[src/rtl/gtm_ram.sv]
// Generic single-write, single-read RAM with a registered read port.
// Used for the tile value and tile code stores; no package dependency.
module gtm_ram #(
    parameter int WIDTH = 64,
    parameter int DEPTH = 64
) (
    input  logic                     clk,
    input  logic                     we,
    input  logic [$clog2(DEPTH)-1:0] waddr,
    input  logic [WIDTH-1:0]         wdata,
    input  logic [$clog2(DEPTH)-1:0] raddr,
    output logic [WIDTH-1:0]         rdata
);

    logic [WIDTH-1:0] mem [DEPTH];

    always_ff @(posedge clk) begin
        if (we) begin
            mem[waddr] <= wdata;
        end
        rdata <= mem[raddr];
    end

endmodule

[config.mk]
export PLATFORM = sky130hd
export DESIGN_NAME = gtm_ram
export DESIGN_NICKNAME = d
export VERILOG_FILES = /design/src/rtl/gtm_ram.sv
export SDC_FILE = /design/constraint.sdc
export NUM_CORES = 2
export LEC_CHECK = 0
export BUFFER_PORTS_ARGS = -buffer_cell sky130_fd_sc_hd__buf_2
export CAP_MARGIN = 5
export CORE_AREA = 4 4 595 597
export CTS_CLUSTER_DIAMETER = 40
export CTS_CLUSTER_SIZE = 8
export DETAILED_ROUTE_END_ITERATION = 6
export DIE_AREA = 0 0 599 601
export GPL_TIMING_DRIVEN = 1
export SLEW_MARGIN = 20
export SYNTH_ARGS = -nofsm -noshare
export SYNTH_HDL_FRONTEND = slang
export SYNTH_SLANG_ARGS = --single-unit
[constraint.sdc]
create_clock -name clk -period 6.99 [get_ports clk]
set_input_delay 0 -clock clk [delete_from_list [all_inputs] [get_ports clk]]
set_output_delay 0 -clock clk [all_outputs]
set_load 0.02 [all_outputs]
==> results by group <==
Layout
  – Share of cells above drive strength 1: 0.288
  – Area delta synth->final: 16.8%
  – Final instance area: 183000 um2
  – Final #Nets: between 7k and 8k

Setup path
  – Critical Path Start Type: input port
  – CP bufs+invs: 5
  – Reg2reg path depth: 4
  – CP delay by family, top: buffers and inverters
  – Critical path's slowest cell: dlygate4sd3_1
  – Crit-path max FO: 30
  – WP data required: 7610 ps
  – CP arrival: 3980 ps
  – Critical path endpoint category: register
  – Crit path cell chain: dlygate4sd3_1, buf_2, or3b_2, dlygate4sd3_1, nor2_4, buf_4, buf_4
  – Reg2reg start: mem[38][21]
  – Max incr delay on CP: 780 ps
  – R2r endpoint: rdata[21]
  – Worst reg-to-reg setup slack: around 4800 ps
  – Worst setup path class: in2reg

Place
  – Placed cell area: 163000 um2
  – IO buf count: 141
  – Minimum setup slack after placement: 3570 ps
  – Placer Congestion: between 0.7 and 0.8
  – Final HPWL DP: 230000 um

Pwr
  – Sequential cell fraction of total power: 0.481
  – Clk pwr share: 0.477
  – P_sw: around 12000 uW
  – Sw frac: 0.210
  – Max IR drop VDD: 234 uV
  – Logic pwr share: 0.042
  – Lkg Pwr: 0.0575 uW
  – Pwr Density: 317 nW/um2
  – Pint: roughly 46000 uW
  – Tot Pwr: between 50000 and 60000 uW

Clock network
  – CTS H-tree lvls: 6
  – Clock latency on the worst-skew pair: 1020 ps
  – Clock root buffer: clkbuf_16
  – Post-CTS Setup Repair Bufs: 0
  – Clock transition at the registers of the reported paths: 50 ps
  – CTS Buf Count: 623
  – # clock sinks: approximately 4.2k
  – CTS tree: yes
  – CTS max path bufs: 4
  – CTS resizes: 0

Global route
  – Congestion Overflow GR: 0
  – GRT Resource Usage Total: 0.237
  – GR Layer Usage met2: 0.388
  – Vias in the first global route: a little under 80k
  – Initial antenna violation count: 29
  – Global-route wire length before repair: 606000 um
  – Met3 usage: 0.0397
  – Largest net degree at the start of global routing: 103
  – GR met1 Demand/Resource: 0.331
  – Busiest grt layer: met2

Flow run
  – Max cap viols: 0

Hold path
  – Hold/Removal Path Class: in2reg
  – Hold path depth: 5
  – Hold Path End: rdata[2]
  – Worst Min Path Start: raddr[0]

STA
  – Worst-margin pin slew: 1140 ps
  – Total negative slack: 0 ps
  – Slew HR: 0.238
  – Tmin final: 3360 ps
  – Tcrit/Tclk final: 0.481
  – Worst Slack Setup Final: 3630 ps
  – Fin Clk Skew: 33.2 ps
  – Setup-failing EPs final: 0
  – Final Hold Vio Count: 0
  – Max Clock Freq: 297 MHz
  – Pins Over Slew Limit: 0
  – RSZ-0062 raised after global routing: false

Logic synthesis
  – Primary FF master, synth: edfxtp_1
  – Post-Synthesis Mean Instance Area: 23.7 um2
  – Synthesized area: between 150000 and 200000 um2
  – Netlist cell types: 33
  – Synth warn: 0
  – Register area share after synthesis: 0.795
  – Net Count, Synth: around 6.7k
  – Synth async-reset ratio: 0
  – Post-synth EDFFs: 4096
  – Synthesized instance count: 6598
  – #FFs+latches synth: 4160

Floorplanning
  – Width of the die: 599 um
  – Top Ports: around 140
  – Core Region: 349000 um2
  – Initial Util: 0.448
  – Row cnt: 217
  – Die height: ~600 um
  – Die ar.: around 360000 um2

Route
  – Routed Antenna Nets: 0
  – Vias per inst: 6.18
  – Post-Route WL: 429000 um
  – Avg WL per Cell: between 30 and 40 um
  – DRT Pass-1 Iters: 5
  – Drt initial violations: roughly 8.9k
  – Vias: 75.7k
  – Drt drc: 0

Outcome
  – Run status: finished clean
power groups by stage:
| stage | Sequential, uW | Clock (uW) | Combinational [uW] |
|---|---|---|---|
| after floorplan | 28300 | 0 | 1290 |
| after global routing | 27800 | 29200 | 2560 |
| final | 27800 | 27600 | 2400 |
| after CTS | 27900 | 28000 | 2420 |
| after detailed placement | 28300 | 0 | 2370 |
| after global placement | 28300 | 0 | 2330 |
cells in the mapped netlist, types with 11 or more instances:
cell type / n / area (um2)
nand2b_1: 11 / 68.8
a2bb2oi_1: 19 / 166
or3_1: 29 / 181
nor2_1: 112 / 420
edfxtp_1: 4096 / 123000
nor2b_1: 28 / 175
buf_4: 34 / 255
o22ai_1: 83 / 519
a211oi_1: 63 / 473
o221ai_1: 38 / 333
and3_1: 64 / 400
nand3_1: 45 / 225
or2_2: 28 / 175
mux4_2: 1024 / 23100
buf_1: 20 / 75.1
a22o_1: 88 / 771
a41oi_1: 26 / 228
a22oi_1: 168 / 1260
clkbuf_1: 140 / 526
dfxtp_1: 64 / 1280
a31oi_1: 18 / 113
mux2i_1: 135 / 1350
inv_1: 19 / 71.3
buf_2: 170 / 851
nand2_1: 58 / 218
how the worst max path moves through the flow:
stage               depth (start not counted)  startpoint          end  slack [ps]
finish                                      7    waddr[5]  mem[36][20]        3630
global placement                            7    raddr[0]    rdata[29]        3570
CTS                                         7    waddr[5]  mem[36][20]        3650
floorplan                                   4    waddr[3]   mem[48][0]        1550
detailed placement                          5    waddr[2]  mem[37][40]        3570
global route                                7    waddr[5]   mem[36][6]        3630
per-layer routing:
layer,routed length [um],up-vias
li1,-,29901
met4,13000,14
met5,86,-
met2,213000,3493
met3,31800,698
met1,171000,41627
tightest hold or removal path, stage by stage:
cell and delay, ps:
buf_12 220, mux4_2 440, a22oi_1 70, nand3_1 80
and3_1 140
kinds of logic after synthesis:
logic type             after synthesis  share of synthesized area
and+or+nand+nor                    386                     0.0124
DFF                               4160                      0.795
buffers and inverters              389                     0.0118
muxes                             1159                      0.156
AOI/OAI and AO/OA                  504                     0.0248
through the flow:
step           hold slack, ps  std cells   util
6_report                 42.6      12258  0.524
5_1_grt                  23.8      12252  0.524
4_1_cts                  13.9      12240  0.523
3_5_place_dp              439      11167  0.469
3_3_place_gp              442      11166  0.469
2_1_floorplan            98.9       6598      -
timing repair:
action,4_1_cts,5_1_grt
endpoints found under the setup margin,0,0
hold buffers,78,4
hold endpoints to repair,4221,65
layout by cell type (no fill, tap or decap), drive strengths merged, types with 38 or more instances in the layout:
cell,n
nand2,58
dlygate4sd3,81
a211oi,63
clkinv,67
o221ai,38
o22ai,83
mux2i,135
a22oi,168
clkbuf,892
and3,64
nor2,112
mux4,1024
nand3,45
dfxtp,64
inv,40
edfxtp,4096
a22o,88
buf,348
state kept, by name, summed over array words and instances, names as in the netlist:
signal / count
mem: 4096
rdata: 64
cell type report:
class,instances,area (um2)
sequential,4160,124000
clock inverter,103,1200
tap,4599,5750
multi-input combinational,2049,30800
inverter,19,71.3
clock buffer,892,17000
timing repair buffer,429,3540
fill,26707,166000
antenna,7,17.5
No activity file was read; power rests on OpenSTA's default activity.
